--- config.mk ---
export PLATFORM = sky130hd
export DESIGN_NAME = round_robin_thread_scheduler
export DESIGN_NICKNAME = d
export VERILOG_FILES = /design/src/sv/rrts_pkg.sv /design/src/sv/rrts_ram.sv /design/src/sv/round_robin_thread_scheduler.sv
export VERILOG_INCLUDE_DIRS = /design/src /design/src/sv
export SDC_FILE = /design/constraint.sdc
export NUM_CORES = 1
export LEC_CHECK = 0
export BUFFER_PORTS_ARGS = -buffer_cell sky130_fd_sc_hd__buf_4
export CORE_UTILIZATION = 67
export DETAILED_ROUTE_END_ITERATION = 16
export PLACE_DENSITY = 0.85
export SLEW_MARGIN = 25
export SYNTH_ARGS = -nofsm -noshare
export SYNTH_HDL_FRONTEND = slang
export SYNTH_SLANG_ARGS = --single-unit
--- constraint.sdc ---
create_clock -name clk -period 7.6 [get_ports clk]
set_clock_uncertainty 0.15 [all_clocks]
set_input_delay 1.52 -clock clk [delete_from_list [all_inputs] [get_ports clk]]
set_output_delay 1.52 -clock clk [all_outputs]
set_load 0.02 [all_outputs]
--- src/sv/round_robin_thread_scheduler_macros.svh ---
// Assertion macros for the scheduler
`ifndef ROUND_ROBIN_THREAD_SCHEDULER_MACROS_SVH
`define ROUND_ROBIN_THREAD_SCHEDULER_MACROS_SVH

// Check that a property holds on every clock edge once reset is released.
`define RRTS_ASSERT(label, prop, msg) \
  label: assert property (@(posedge clk) disable iff (rst) (prop)) else $error(msg);

// Same check, but it also holds while reset is high.
`define RRTS_ASSERT_ALWAYS(label, prop, msg) \
  label: assert property (@(posedge clk) (prop)) else $error(msg);

`endif

--- src/sv/rrts_pkg.sv ---
package rrts_pkg;
  localparam int MaxThreads = 16;
  localparam int IdxW = $clog2(MaxThreads);
  localparam int CntW = $clog2(MaxThreads + 1);

  localparam logic [2:0] REQ_ADD   = 3'd0;
  localparam logic [2:0] REQ_START = 3'd1;
  localparam logic [2:0] REQ_TICK  = 3'd2;
  localparam logic [2:0] REQ_EXIT  = 3'd3;
  localparam logic [2:0] REQ_SLEEP = 3'd4;
  localparam logic [2:0] REQ_WAKE  = 3'd5;

  localparam logic [1:0] ST_OK       = 2'd0;
  localparam logic [1:0] ST_NOTFOUND = 2'd1;
  localparam logic [1:0] ST_FULL     = 2'd2;
  localparam logic [1:0] ST_RUNSTATE = 2'd3;
endpackage

--- src/sv/rrts_ram.sv ---
module rrts_ram #(
  parameter int Width = 8,
  parameter int Depth = 16
) (
  input  logic                     clk,
  input  logic                     we,
  input  logic [$clog2(Depth)-1:0] waddr,
  input  logic [Width-1:0]         wdata,
  input  logic [$clog2(Depth)-1:0] raddr,
  output logic [Width-1:0]         rdata
);
  logic [Width-1:0] mem [Depth];

  always_ff @(posedge clk) begin
    if (we) begin
      mem[waddr] <= wdata;
    end
    rdata <= mem[raddr];
  end
endmodule

--- src/sv/round_robin_thread_scheduler.sv ---
// Round-robin thread scheduler. One request is taken at a time, and ready is
// high only while the sequencer is idle. A finished result waits in the output
// register until it is taken, and the next request may be accepted meanwhile;
// a request that finishes while the previous result is still waiting holds
// there until that result is taken. Add, error cases, exit or sleep while
// idle, and ignored codes go from idle straight to the done state. Start and
// tick pass through the pick states, as the pick reads the run list through a
// registered-read memory. Exit and sleep scan the run list entry by entry,
// move the last entry into the freed slot and then pick. Wake checks each
// wait entry in turn and moves each match to the end of the run list, filling
// its wait slot from the last wait entry. The done state returns the sequencer
// to idle once the result is loaded. Lists hold MaxThreads entries each.
module round_robin_thread_scheduler
  import rrts_pkg::*;
(
  input  logic                  clk,
  input  logic                  rst,
  input  logic                  valid,
  output logic                  ready,
  input  logic [2:0]            req_type,
  input  logic [7:0]            thread_id,
  input  logic [7:0]            blocker_id,
  output logic                  out_valid,
  input  logic                  out_ready,
  output logic [1:0]            status,
  output logic                  switched,
  output logic [7:0]            next_thread,
  output logic                  next_is_idle,
  output logic [4:0]            run_count,
  output logic [4:0]            wait_count,
  output logic [4:0]            woken_count
);
`include "round_robin_thread_scheduler_macros.svh"

  typedef enum logic [8:0] {
    S_IDLE  = 9'b000000001,
    S_FIND  = 9'b000000010,
    S_FCHK  = 9'b000000100,
    S_MOVE  = 9'b000001000,
    S_PICK  = 9'b000010000,
    S_PICKW = 9'b000100000,
    S_WSCAN = 9'b001000000,
    S_WCHK  = 9'b010000000,
    S_DONE  = 9'b100000000
  } state_t;

  state_t state;
  logic [2:0] req;
  logic [7:0] blk;
  logic [CntW-1:0] run_len, wait_len, woken, scan;
  logic [IdxW-1:0] rr_index, pos;
  logic [7:0] current_id;
  logic current_idle, is_running;
  logic [1:0] st;
  logic sw;
  logic [1:0] step;

  logic run_we, wt_we, wb_we;
  logic [IdxW-1:0] run_wa, run_ra, wait_wa, wait_ra;
  logic [7:0] run_wd, run_rd, wt_wd, wt_rd, wb_wd, wb_rd;

  rrts_ram #(.Width(8), .Depth(MaxThreads)) u_run (
    .clk, .we(run_we), .waddr(run_wa), .wdata(run_wd), .raddr(run_ra), .rdata(run_rd));
  rrts_ram #(.Width(8), .Depth(MaxThreads)) u_wthr (
    .clk, .we(wt_we), .waddr(wait_wa), .wdata(wt_wd), .raddr(wait_ra), .rdata(wt_rd));
  rrts_ram #(.Width(8), .Depth(MaxThreads)) u_wblk (
    .clk, .we(wb_we), .waddr(wait_wa), .wdata(wb_wd), .raddr(wait_ra), .rdata(wb_rd));

  logic [IdxW-1:0] pick_k;
  assign pick_k = ({1'b0, rr_index} < run_len) ? rr_index : '0;

  assign ready = (state == S_IDLE);

  logic load_out;
  assign load_out = (state == S_DONE) && (!out_valid || out_ready);

  logic [IdxW-1:0] last_run, last_wait;
  assign last_run  = IdxW'(run_len - 1'b1);
  assign last_wait = IdxW'(wait_len - 1'b1);

  logic lens_ok;
  assign lens_ok = (run_len <= CntW'(MaxThreads)) && (wait_len <= CntW'(MaxThreads));

  always_ff @(posedge clk) begin
    if (rst) begin
      state <= S_IDLE;
      out_valid <= 1'b0;
      run_len <= '0;
      wait_len <= '0;
      rr_index <= '0;
      current_id <= '0;
      current_idle <= 1'b1;
      is_running <= 1'b0;
      run_we <= 1'b0;
      wt_we <= 1'b0;
      wb_we <= 1'b0;
    end else begin
      run_we <= 1'b0;
      wt_we <= 1'b0;
      wb_we <= 1'b0;
      if (load_out) begin
        out_valid <= 1'b1;
      end else if (out_ready) begin
        out_valid <= 1'b0;
      end
      unique case (state)
        S_IDLE: begin
          if (valid && ready) begin
            req <= req_type;
            blk <= blocker_id;
            st <= ST_OK;
            sw <= 1'b0;
            woken <= '0;
            scan <= '0;
            step <= '0;
            state <= S_DONE;
            priority case (req_type)
              REQ_ADD: begin
                if (run_len >= CntW'(MaxThreads)) begin
                  st <= ST_FULL;
                end else begin
                  run_we <= 1'b1;
                  run_wa <= IdxW'(run_len);
                  run_wd <= thread_id;
                  run_len <= run_len + 1'b1;
                end
              end
              REQ_START: begin
                if (is_running) st <= ST_RUNSTATE;
                else begin
                  is_running <= 1'b1;
                  state <= S_PICK;
                end
              end
              REQ_TICK: begin
                if (!is_running) st <= ST_RUNSTATE;
                else state <= S_PICK;
              end
              REQ_EXIT, REQ_SLEEP: begin
                if (!is_running) st <= ST_RUNSTATE;
                else if (current_idle) st <= ST_NOTFOUND;
                else begin
                  run_ra <= '0;
                  state <= S_FIND;
                end
              end
              REQ_WAKE: begin
                wait_ra <= '0;
                state <= S_WSCAN;
              end
              default: ;
            endcase
          end
        end
        S_FIND: begin
          // read of run_list[scan] in flight
          if (scan >= run_len) begin
            st <= ST_NOTFOUND;
            state <= S_DONE;
          end else begin
            state <= S_FCHK;
          end
        end
        S_FCHK: begin
          if (run_rd == current_id) begin
            pos <= IdxW'(scan);
            if (req == REQ_SLEEP && wait_len >= CntW'(MaxThreads)) begin
              st <= ST_FULL;
              state <= S_DONE;
            end else begin
              if (req == REQ_SLEEP) begin
                wt_we <= 1'b1;
                wb_we <= 1'b1;
                wait_wa <= IdxW'(wait_len);
                wt_wd <= current_id;
                wb_wd <= blk;
                wait_len <= wait_len + 1'b1;
              end
              run_ra <= last_run;
              step <= '0;
              state <= S_MOVE;
            end
          end else begin
            scan <= scan + 1'b1;
            run_ra <= IdxW'(scan + 1'b1);
            state <= S_FIND;
          end
        end
        S_MOVE: begin
          if (step == 2'd0) begin
            step <= 2'd1;
          end else begin
            run_we <= 1'b1;
            run_wa <= pos;
            run_wd <= run_rd;
            run_len <= run_len - 1'b1;
            if (run_len > CntW'(1)) begin
              if ({1'b0, pos} + 1'b1 < run_len - 1'b1) begin
                rr_index <= pos + 1'b1;
              end else if ({1'b0, pos} + 1'b1 == run_len - 1'b1 || run_len == CntW'(2)) begin
                rr_index <= '0;
              end else begin
                rr_index <= IdxW'(1);
              end
            end else begin
              rr_index <= '0;
            end
            state <= S_PICK;
          end
        end
        S_PICK: begin
          run_ra <= pick_k;
          state <= S_PICKW;
          step <= '0;
        end
        S_PICKW: begin
          if (step == 2'd0) begin
            step <= 2'd1;
          end else begin
            sw <= 1'b1;
            if (run_len != '0) begin
              current_id <= run_rd;
              current_idle <= 1'b0;
              rr_index <= ({1'b0, pick_k} + 1'b1 >= run_len) ? '0 : pick_k + 1'b1;
            end else begin
              current_id <= '0;
              current_idle <= 1'b1;
              rr_index <= '0;
            end
            state <= S_DONE;
          end
        end
        S_WSCAN: begin
          if (scan >= wait_len) state <= S_DONE;
          else begin
            step <= '0;
            state <= S_WCHK;
          end
        end
        S_WCHK: begin
          if (step == 2'd0) begin
            step <= 2'd1;
          end else if (step == 2'd1) begin
            if (wb_rd != blk) begin
              scan <= scan + 1'b1;
              wait_ra <= IdxW'(scan + 1'b1);
              state <= S_WSCAN;
            end else if (run_len >= CntW'(MaxThreads)) begin
              st <= ST_FULL;
              state <= S_DONE;
            end else begin
              run_we <= 1'b1;
              run_wa <= IdxW'(run_len);
              run_wd <= wt_rd;
              run_len <= run_len + 1'b1;
              woken <= woken + 1'b1;
              wait_ra <= last_wait;
              step <= 2'd2;
            end
          end else if (step == 2'd2) begin
            step <= 2'd3;
          end else begin
            wt_we <= 1'b1;
            wb_we <= 1'b1;
            wait_wa <= IdxW'(scan);
            wt_wd <= wt_rd;
            wb_wd <= wb_rd;
            wait_len <= wait_len - 1'b1;
            wait_ra <= IdxW'(scan);
            state <= S_WSCAN;
          end
        end
        S_DONE: begin
          if (load_out) begin
            status <= st;
            switched <= sw;
            next_thread <= current_idle ? 8'd0 : current_id;
            next_is_idle <= current_idle;
            run_count <= 5'(run_len);
            wait_count <= 5'(wait_len);
            woken_count <= 5'(woken);
            state <= S_IDLE;
          end
        end
        default: state <= S_IDLE;
      endcase
    end
  end

  `RRTS_ASSERT(a_len_range, lens_ok, "list length out of range")
  `RRTS_ASSERT(a_idle_id, current_idle |-> (current_id == 8'd0), "idle thread with nonzero id")
  `RRTS_ASSERT(a_busy, (state != S_IDLE) |-> !ready, "ready while busy")
  `RRTS_ASSERT(a_onehot, $onehot(state), "state not one-hot")
  `RRTS_ASSERT_ALWAYS(a_reset, rst |=> ((state == S_IDLE) && !out_valid), "reset not idle")
endmodule

### After elaboration in Yosys (flattened, before gate mapping)

Memories as Yosys holds them, arrays and structs flattened. A register that Yosys moved wholly into a read port is not among the register bits.
Index checks and enable logic that the tools add are counted.

| word-level totals | value |
|---|---|
| memory bits (writable) | 384 |
| output and inout port bits | 29 |
| bits in registers | 133 |
| logic and storage cells | 307 |
| memories | 3 |

| operators by class | value |
|---|---|
| equality and inequality tests | 54 |
| reduce and logical (&&, ||, !) cells | 40 |
| add/subtract/negate cells | 10 |
| bitwise gates (word level) | 2 |
| magnitude comparators | 8 |
| mux-type cells | 158 |

Memory list:

| name | words | width | rd ports | clocked after Yosys merged registers in | write ports | RTL line | source |
|---|---|---|---|---|---|---|---|
| u_run.mem | 16 | 8 | 1 | 1 | 1 | rrts_ram.sv:12 | `logic [Width-1:0] mem [Depth];` |
| u_wblk.mem | 16 | 8 | 1 | 1 | 1 | rrts_ram.sv:12 |  |
| u_wthr.mem | 16 | 8 | 1 | 1 | 1 | rrts_ram.sv:12 |  |

Operator list:

| cell | count |
|---|---|
| $mux 8 | 21 |
| $mux 9 | 17 |
| $mux 4 | 32 |
| $mux 5 | 22 |
| $pmux 9 s9 | 1 |
| $reduce_and 7->1 | 7 |
| $mux 2 | 22 |
| $ne 2x2->1 const B | 20 |
| $pmux 9 s4 | 1 |
| $pmux 8 s2 | 2 |
| $pmux 5 s3 | 2 |
| $reduce_and 10->1 | 3 |
| $mux 1 | 24 |
| $pmux 4 s2 | 3 |
| $pmux 4 s3 | 2 |
| $pmux 8 s3 | 1 |
| $add 5x1->5 const B | 4 |
| $ne 4x4->1 const B | 5 |
| $pmux 5 s2 | 2 |
| $pmux 2 s4 | 2 |
| $reduce_and 8->1 | 2 |
| $ge 5x5->1 | 3 |
| $reduce_and 3->1 | 5 |
| $ne 2x1->1 const B | 6 |
| other kinds (43) | 63 |

### Longest topological paths before layout

Gate-level depths: netlist of the first run.

| logic depth | value |
|---|---|
| word-level depth | 8 |
| gate-level depth with buffers | 17 |

### Hierarchy

A second synthesis of the first run with hierarchy kept.

| unflattened totals | value |
|---|---|
| cells, all modules | 1363 |
| area, all modules | 22340.2 um2 |

By module, submodules not included:

| module | sequential area each (um2) | times used | cells each | area each (um2) |
|---|---|---|---|---|
| rrts_ram | 4003.8 | 3 | 229 | 5147.4 |
| round_robin_thread_scheduler | 3633.5 | 1 | 676 | 6897.9 |

### Worst setup path after synthesis of the first run

OpenSTA, ideal clock, no wires.

| timing | value |
|---|---|
| path kind | input to register |
| start point | input rst |
| end point | register next_is_idle (enable) |
| data required time | 7.005 ns |
| setup slack | 3.371 ns |
| buffers on the path | 1 |
| data arrival time | 3.634 ns |
| cell stages on the path | 2 |
| library setup time | 0.445 ns |
| cell sequence | clkbuf_1 nor3_1 |

| between the ends | value |
|---|---|
| word-level cells in the longest chain between the ends | 2 |

Ends and longest elaborated chain:

| item | RTL line | source |
|---|---|---|
| start: declaration | round_robin_thread_scheduler.sv:17 | `input logic rst,` |
| $not 1->1 (no line) | n/a |  |
| $reduce_and 3->1 (no line) | n/a |  |
| end signal: assignment | round_robin_thread_scheduler.sv:278 | `next_is_idle <= current_idle;` |
| end: declaration | round_robin_thread_scheduler.sv:28 | `output logic next_is_idle,` |

No other way between the ends.
A chain may end at the register's enable or synchronous reset.

### Worst setup path after layout of the first run

| timing | value |
|---|---|
| start point | register run_len[1] |
| end point | register rr_index[3] |

| between the ends | value |
|---|---|
| word-level cells in the longest chain between the ends | 8 |

Ends and longest elaborated chain:

| item | RTL line | source |
|---|---|---|
| start: declaration | round_robin_thread_scheduler.sv:50 | `logic [CntW-1:0] run_len, wait_len, woken, scan;` |
| start signal: assignment | round_robin_thread_scheduler.sv:125 | `run_len <= run_len + 1'b1;` |
| start signal: assignment | round_robin_thread_scheduler.sv:196 | `run_len <= run_len - 1'b1;` |
| start signal: assignment | round_robin_thread_scheduler.sv:255 | `run_len <= run_len + 1'b1;` |
| $lt 4x5->1 | round_robin_thread_scheduler.sv:70 | `assign pick_k = ({1'b0, rr_index} < run_len) ? rr_index : '0;` |
| $mux 4 | round_robin_thread_scheduler.sv:70 |  |
| $add 4x1->5 | round_robin_thread_scheduler.sv:224 | `rr_index <= ({1'b0, pick_k} + 1'b1 >= run_len) ? '0 : pick_k + 1'b1;` |
| $ge 5x5->1 | round_robin_thread_scheduler.sv:224 |  |
| $mux 4 | round_robin_thread_scheduler.sv:224 |  |
| $mux 4 | round_robin_thread_scheduler.sv:221 | `if (run_len != '0) begin` |
| $mux 4 | round_robin_thread_scheduler.sv:217 | `if (step == 2'd0) begin` |
| $pmux 4 s2 * | round_robin_thread_scheduler.sv:106 | `unique case (state)` |
| end signal: assignment | round_robin_thread_scheduler.sv:199 | `rr_index <= pos + 1'b1;` |
| end signal: assignment | round_robin_thread_scheduler.sv:203 | `rr_index <= IdxW'(1);` |
| end signal: assignment | round_robin_thread_scheduler.sv:224 |  |
| end: declaration | round_robin_thread_scheduler.sv:51 | `logic [IdxW-1:0] rr_index, pos;` |

Mark *: on every way between the ends. The rest lies on a longest branch, timed or not. The select of a mux whose other input is x is not followed.

==> results of run 1 <==
[per-layer routing]
metal	vias to the layer above	global-route usage [%]	part of all wire, %	routed length, µm
met5	-	0	0	0
met4	0	10.70	3.1	1537
met3	119	4.309	8.1	4010
met2	727	52.12	51	25540
met1	6268	41.47	38	18700
li1	5219	-	-	-
[placed cells by master, fill, tap and decap left out, types with 16 or more instances in the layout]
cell and count:
nor2b_1 19, ha_1 34, nor2_1 77, xnor2_1 20, mux4_2 120, edfxtp_1 481
nor3_1 16, nand2_1 110, a21oi_1 39, xor2_1 16, dfxtp_1 60, o21ai_0 36
clkbuf_16 51, buf_4 79, inv_1 20, nand3_1 37
[path summary, 6_finish.rpt]
path / end / slack (ns) / depth (start not counted)
worst min register to register: status[0]$_DFFE_PP_ / 0.27 / 0
worst min-delay path: status[0]$_DFFE_PP_ / 0.27 / 0
worst max-delay path: rr_index[3]$_SDFFE_PP0P_ / 3.21 / 17
worst max register to register: rr_index[3]$_SDFFE_PP0P_ / 3.21 / 17
[cell families (layout without fill, tap and decap cells)]
| logic type | count (synthesis) | count (layout) | synth area share [%] |
|---|---|---|---|
| XOR/XNOR | 36 | 36 | 1.437 |
| buffers and inverters | 77 | 197 | 1.375 |
| AND/OR/NAND/NOR | 339 | 339 | 7.495 |
| flip-flops | 541 | 541 | 71.32 |
| AO/OA/AOI/OAI | 133 | 133 | 3.781 |
| multiplexers | 127 | 127 | 12.66 |
| adder cells (fa/ha/maj) | 34 | 34 | 1.939 |
[flip-flops by register name, indices dropped and copies added (netlist names), 5 cells and up]
register      count
current_id        8
u_wthr.mem      128
wait_len          5
u_run.rdata       8
wait_count        5
u_wblk.mem      128
run_wd            8
next_thread       8
wb_wd             8
blk               8
run_count         5
woken_count       5
u_wthr.rdata      8
u_wblk.rdata      8
run_len           5
state             9
woken             5
scan              5
wt_wd             8
u_run.mem       128
[area by class of cell]
class	count	area [µm²]	area share, %
flip-flops and latches	541	15650	63.54
multi-input cells	669	6051	24.57
clock buffers	72	1425	5.788
repair buffers	81	619.3	2.515
well taps	435	544.3	2.210
clock inverters	23	260.3	1.057
inverters	21	78.83	0.3201
[power by group]
part | switching, mW | internal, mW | total [mW]
logic | 0.177 | 0.147 | 0.324
clock network | 1.08 | 1.48 | 2.56
registers | 0.0505 | 3.25 | 3.30
total | 1.30 | 4.88 | 6.18
[critical path, stage by stage, from the launching register on]
cell	delay [ns]
dfxtp_1	0.50
inv_1	0.25
ha_1	0.34
a21o_1	0.15
nand2_1	0.07
a211o_1	0.33
nand2_1	0.12
inv_1	0.06
ha_1	0.28
or4b_2	0.63
o21ai_0	0.10
a311oi_1	0.07
o211ai_1	0.14
ha_1	0.28
a211oi_1	0.20
o211a_1	0.26
nand3_1	0.09
a311oi_1	0.27
[metrics by stage]
stage | power, mW | worst slack, ns | cells
finish | 6.183 | 3.211 | 1842
detailed placement | 3.674 | 3.308 | 1746
floorplan | 3.577 | 3.371 | 1287
global route | 6.351 | 2.970 | 1842
global placement | 3.665 | 3.513 | 1746
CTS | 6.205 | 3.251 | 1841
==> flow_metrics.env, run 1 <==
export IMPL_status="completed"
export IMPL_end_kind="register"
export IMPL_numCtsBuffers=51
export IMPL_dr_first_iter_drc_count=1663
export IMPL_die_x_um=183.0
export IMPL_clk_latency_ns=0.58
export IMPL_powerDensity_nw_per_um2=251.1
export IMPL_stdcell_area_um2=24620
export IMPL_synth_nets=1344
export IMPL_synth_enable_flop_cells=481
export IMPL_routed_wl_um=49790
export IMPL_num_io_pins=52
export IMPL_cts_tree="done"
export IMPL_antenna_found_initial=0
export IMPL_ctsLongestPathBuffers=3
export IMPL_rows=65
export IMPL_ir_worst_vdd_mv=0.2661
export IMPL_coreArea_um2=31880
export IMPL_timing_hold_violations_final=0
export IMPL_final_max_slew_viol_count=0
export IMPL_wire_per_inst_um=27.03
export IMPL_grt_setup_unrepaired="no"
export IMPL_crit_fanout=8
export IMPL_ctsRootBufferMaster="clkbuf_16"
export IMPL_start_util_pct=68.81
export IMPL_die_y_um=183.0
export IMPL_synth_top_cell_area_share_pct=65.84
export IMPL_cts_htree_levels=2
export IMPL_timing_rr_start="run_len[1]$_SDFFE_PP0P_"
export IMPL_nets=1422
export IMPL_cts_hold_buf=0
export IMPL_syn_area_um2=21940
export IMPL_first_pass_iters=6
export IMPL_fmax_ghz=0.2278
export IMPL_route_vias_total=12333
export IMPL_synth_cells=1287
export IMPL_hp_start="st[0]$_DFFE_PP_"
export IMPL_synth_common_cells="edfxtp_1 (481), mux4_2 (120), nand2_1 (110), nor2_1 (78), dfxtp_1 (60)"
export IMPL_synth_largest_area_cell="edfxtp_1"
export IMPL_period_share_pct=57.75
export IMPL_worstHoldPathType="register to register"
export IMPL_netlist_top_cells_area="edfxtp_1 (66%), mux4_2 (12%), dfxtp_1 (5.5%), ha_1 (1.9%), nand2_1 (1.9%)"
export IMPL_area_growth_pct=12.25
export IMPL_ys_seq_elements=541
export IMPL_clock_sinks=541
export IMPL_postCtsSetupBuffers=0
export IMPL_gp_congestion=0.8617
export IMPL_cts_clk_slew_worst_paths_ns=0.06
export IMPL_worstSetupPathType="register to register"
export IMPL_gr_total_overflow=0
export IMPL_cellLeakagePower_nw=8.231
export IMPL_cap_violations=0
export IMPL_crit_required_ns=7.91
export IMPL_die_area_um2=33470
export IMPL_final_util_pct=77.24
export IMPL_cts_resized=0
export IMPL_diodes=0
export IMPL_setup_worst_path_start="run_len[1]$_SDFFE_PP0P_"
export IMPL_yosysMostFrequentCell="edfxtp_1"
export IMPL_relSlewSlack_pct=29.32
export IMPL_synth_distinct_cells=56
export IMPL_min_period_ns=4.389
export IMPL_drtAntennaViolNets=0
export IMPL_grt_pass1_vias=12290
export IMPL_grt_pass1_wl_um=74780
export IMPL_place_area_um2=22910
export IMPL_avgSynthCellArea_um2=17.05
export IMPL_yosysSeqAreaShare_pct=71.32
export IMPL_yosysWarnings=0
export IMPL_setup_viol_count_final=0
export IMPL_layout_drive_gt1_share_pct=21.04
export IMPL_worstPathArrival_ns=4.70
export IMPL_tns_ns=0
export IMPL_n_fill_cell=1720
export IMPL_dpl_hpwl_um=29690
export IMPL_critical_path_startpoint_type="register"
export IMPL_ys_flop_type="edfxtp_1"
export IMPL_port_buffers=51
export IMPL_via_per_inst=6.695
export IMPL_async_reset_ff_share_pct=0
export IMPL_worstMarginPinSlew_ns=1.060
export IMPL_whs_ns=0.2720
export IMPL_track_usage_pct=30.72
export IMPL_grt_max_degree=65
export IMPL_drc=0
No activity file was read; power rests on OpenSTA's default activity.
==> inputs of run 2 (changes only) <==
- ABC_AREA: default -> 1
- CORE_UTILIZATION: 67 -> 62
- PLACE_DENSITY: 0.85 -> 0.79
- clock period: 7.6 -> 4.6 ns (I/O delays scaled with it)
==> run 2 against run 1 <==
  * Maximum frequency grew 24%
  * Critical path type unchanged
  * Wire length up 7.8%
  * Core utilization decreased by 6.8 points
  * Global-route usage shrank 2.0 points
  * Largest power group unchanged
  * Largest cell class unchanged
  * Critical path depth is 3 higher
  * Die area increased by 13%
  * First-iteration DRC count rose by 6.7%
==> flow_metrics.env, run 2 <==
export IMPL_synth_fa_ha_area_share_pct=1.851
export IMPL_setup_viol_count_final=0
export IMPL_final_max_slew_viol_count=0
export IMPL_track_usage_pct=28.74
export IMPL_cap_violations=0
export IMPL_critPathMostFrequentCell="inv_1"
export IMPL_yosysSeqAreaShare_pct=68.08
export IMPL_r2r_end="rr_index[1]$_SDFFE_PP0P_"
export IMPL_ff2ff_path_depth=20
export IMPL_grt_pass1_vias=14441
export IMPL_drtAntennaViolNets=0
export IMPL_cts_resized=0
export IMPL_cp_slowest_stage_delay_ns=0.51
export IMPL_dpl_hpwl_um=33210
export IMPL_syn_area_um2=22980
export IMPL_worstSetupPathType="register to register"
export IMPL_diodes=0
export IMPL_dr_first_iter_drc_count=1775
export IMPL_gr_total_overflow=0
export IMPL_ctsRootBufferMaster="clkbuf_16"
export IMPL_ir_worst_vdd_mv=0.4033
export IMPL_stdcell_area_um2=25740
export IMPL_synth_distinct_cells=44
export IMPL_critical_path_startpoint_type="register"
export IMPL_crit_fanout=8
export IMPL_powerDensity_nw_per_um2=416.3
export IMPL_final_common_cell="edfxtp_1"
export IMPL_routed_wl_um=53690
export IMPL_tns_ns=0
export IMPL_antenna_found_initial=0
export IMPL_gp_congestion=0.9172
export IMPL_clk_latency_ns=0.59
export IMPL_synth_compound_area_share_pct=10.56
export IMPL_worstPathArrival_ns=3.92
export IMPL_yosysWarnings=0
export IMPL_nets=2005
export IMPL_synth_mux_area_share_pct=4.182
export IMPL_status="completed"
export IMPL_avgSynthCellArea_um2=12.11
export IMPL_die_area_um2=37840
export IMPL_numCtsBuffers=52
export IMPL_min_period_ns=3.545
export IMPL_synth_simple_area_share_pct=9.126
export IMPL_cellLeakagePower_nw=9.543
export IMPL_holdPathStages=0
export IMPL_die_x_um=194.5
export IMPL_cts_hold_buf=0
export IMPL_port_buffers=51
export IMPL_crit_required_ns=4.97
export IMPL_synth_enable_flop_cells=481
export IMPL_cts_htree_levels=2
export IMPL_hp_start="sw$_DFFE_PP_"
export IMPL_first_pass_iters=6
export IMPL_num_io_pins=52
export IMPL_cp_cell_sequence="inv_1, ha_1, nand2_1, inv_1, o21ai_0, nand3_1, inv_1, nand2_1, inv_1, ha_1, ha_1, o21ai_0, nand2_1, a21oi_1, nor2_1, o21ai_0, nand3_1, nand3_1, nand2_1, inv_1"
export IMPL_end_kind="register"
export IMPL_reg2reg_slack_ns=1.06
export IMPL_grt_max_degree=121
export IMPL_cts_tree="done"
export IMPL_fmax_ghz=0.2821
export IMPL_start_util_pct=62.92
export IMPL_netlist_top_cells_area="edfxtp_1 (63%), dfxtp_1 (5.2%), mux2i_1 (4.2%), o21ai_0 (3.7%), nand2_1 (3.5%)"
export IMPL_worstHoldPathType="register to register"
export IMPL_synth_largest_area_cell="edfxtp_1"
export IMPL_layout_drive_gt1_share_pct=11.40
export IMPL_drc=0
export IMPL_n_fill_cell=2352
export IMPL_synth_xor_area_share_pct=1.105
export IMPL_place_area_um2=23890
export IMPL_top_regs="u_run.mem: 128 flops, u_wblk.mem: 128 flops, u_wthr.mem: 128 flops"
export IMPL_ys_flop_type="edfxtp_1"
export IMPL_synth_top_family_by_area="compound AO/OA/AOI/OAI gates"
export IMPL_clock_sinks=541
export IMPL_via_per_inst=6.089
export IMPL_crit_slowest_cell="dfxtp_1"
export IMPL_grt_setup_unrepaired="no"
export IMPL_wire_per_inst_um=21.84
export IMPL_timing_rr_start="run_len[2]$_SDFFE_PP0P_"
export IMPL_synth_top_cell_area_share_pct=62.86
export IMPL_yosysMostFrequentCell="edfxtp_1"
export IMPL_ctsLongestPathBuffers=3
export IMPL_layout_common_cells="edfxtp_1 (481), nand2_1 (213), inv_1 (205)"
export IMPL_route_vias_total=14974
export IMPL_synth_nets=1954
export IMPL_ys_seq_elements=541
export IMPL_area_growth_pct=12.03
export IMPL_relSlewSlack_pct=29.60
export IMPL_cts_clk_slew_worst_paths_ns=0.07
export IMPL_rows=70
export IMPL_async_reset_ff_share_pct=0
export IMPL_hold_end="switched$_DFFE_PP_"
export IMPL_postCtsSetupBuffers=0
export IMPL_synth_common_cells="edfxtp_1 (481), nand2_1 (213), inv_1 (206), o21ai_0 (172), a21oi_1 (132)"
export IMPL_die_y_um=194.5
export IMPL_timing_hold_violations_final=0
export IMPL_synth_cells=1897
export IMPL_coreArea_um2=36520
export IMPL_grt_pass1_wl_um=82480
export IMPL_period_share_pct=77.06
export IMPL_worstMarginPinSlew_ns=1.050
==> run 2: cell count changes after synthesis, sizes merged, moves of 13 or more <==
cell | before | now
inv | 20 | 216
o21ai | 36 | 181
mux4 | 120 | 0
nand2 | 110 | 221
o211ai | 3 | 100
a21oi | 39 | 132
mux2i | 4 | 96
nand3 | 37 | 95
nor2 | 79 | 127
nor2b | 19 | 0
clkbuf | 34 | 50
nand2b | 13 | 0
nor3 | 24 | 11
==> run 2: per-layer routing <==
| metal | global-route usage (%) | wire, µm | part of all wire (%) | vias to the layer above |
|---|---|---|---|---|
| met5 | 0 | 0 | 0 | - |
| met4 | 9.906 | 1496 | 2.8 | 0 |
| met3 | 3.488 | 4585 | 8.5 | 107 |
| met2 | 46.20 | 25700 | 48 | 745 |
| met1 | 41.01 | 21910 | 41 | 7252 |
| li1 | - | - | - | 6870 |
==> run 2: where the power goes <==
group / internal [mW] / switching [mW]
clock network: 2.76 / 1.83
logic: 0.231 / 0.454
registers: 5.37 / 0.0767
==> run 2: cells by family (layout without fill, tap and decap cells) <==
family / after synthesis / after routing
adders and majority gates: 34 / 34
muxes: 96 / 96
DFF: 541 / 541
buffers and inverters: 299 / 393
and+or+nand+nor: 472 / 472
AOI/OAI and AO/OA: 426 / 426
xor gates and xnor gates: 29 / 29
==> run 2: worst max-delay path by stage <==
stage	start	to	slack, ns	cells past startpoint
final	run_len[2]$_SDFFE_PP0P_	rr_index[1]$_SDFFE_PP0P_	1.06	20
after CTS	run_len[2]$_SDFFE_PP0P_	rr_index[1]$_SDFFE_PP0P_	1.07	20
after floorplan	rst	next_is_idle$_DFFE_PP_	0.81	2
after global routing	run_len[2]$_SDFFE_PP0P_	rr_index[1]$_SDFFE_PP0P_	0.72	20
after detailed placement	run_len[2]$_SDFFE_PP0P_	rr_index[1]$_SDFFE_PP0P_	1.13	20
after global placement	run_len[2]$_SDFFE_PP0P_	rr_index[0]$_SDFFE_PP0P_	1.10	20
==> run 2: cell type report <==
class	instances	area, µm²	area share, %
Tap cell	468	585.6	2.275
Clock inverter	32	429.2	1.667
Clock buffer	65	1421	5.521
Inverter	216	810.8	3.149
Timing Repair Buffer	80	625.6	2.430
Sequential cell	541	15650	60.77
Multi-Input combinational cell	1057	6226	24.18
==> run 2: worst max-delay path: cells and delay by family, from the launching register on <==
kind                       cells  cell delay [ns]
AOI/OAI and AO/OA              4             0.74
adders and majority gates      3             0.88
DFF                            1             0.51
buffers and inverters          5             0.46
and+or+nand+nor                8             0.74
==> run 2: stage by stage <==
| stage | hold slack (ns) | std cells | power, mW | worst slack (ns) | util [%] |
|---|---|---|---|---|---|
| 2_1_floorplan | 0.2503 | 1897 | 6.005 | 0.8127 | - |
| 3_3_place_gp | 0.2646 | 2362 | 6.200 | 1.104 | 65.38 |
| 3_5_place_dp | 0.2656 | 2362 | 6.216 | 1.132 | 65.42 |
| 4_1_cts | 0.2934 | 2459 | 10.74 | 1.075 | 70.49 |
| 5_1_grt | 0.3024 | 2459 | 11.00 | 0.7238 | 70.49 |
| 6_report | 0.2973 | 2459 | 10.72 | 1.055 | 70.49 |
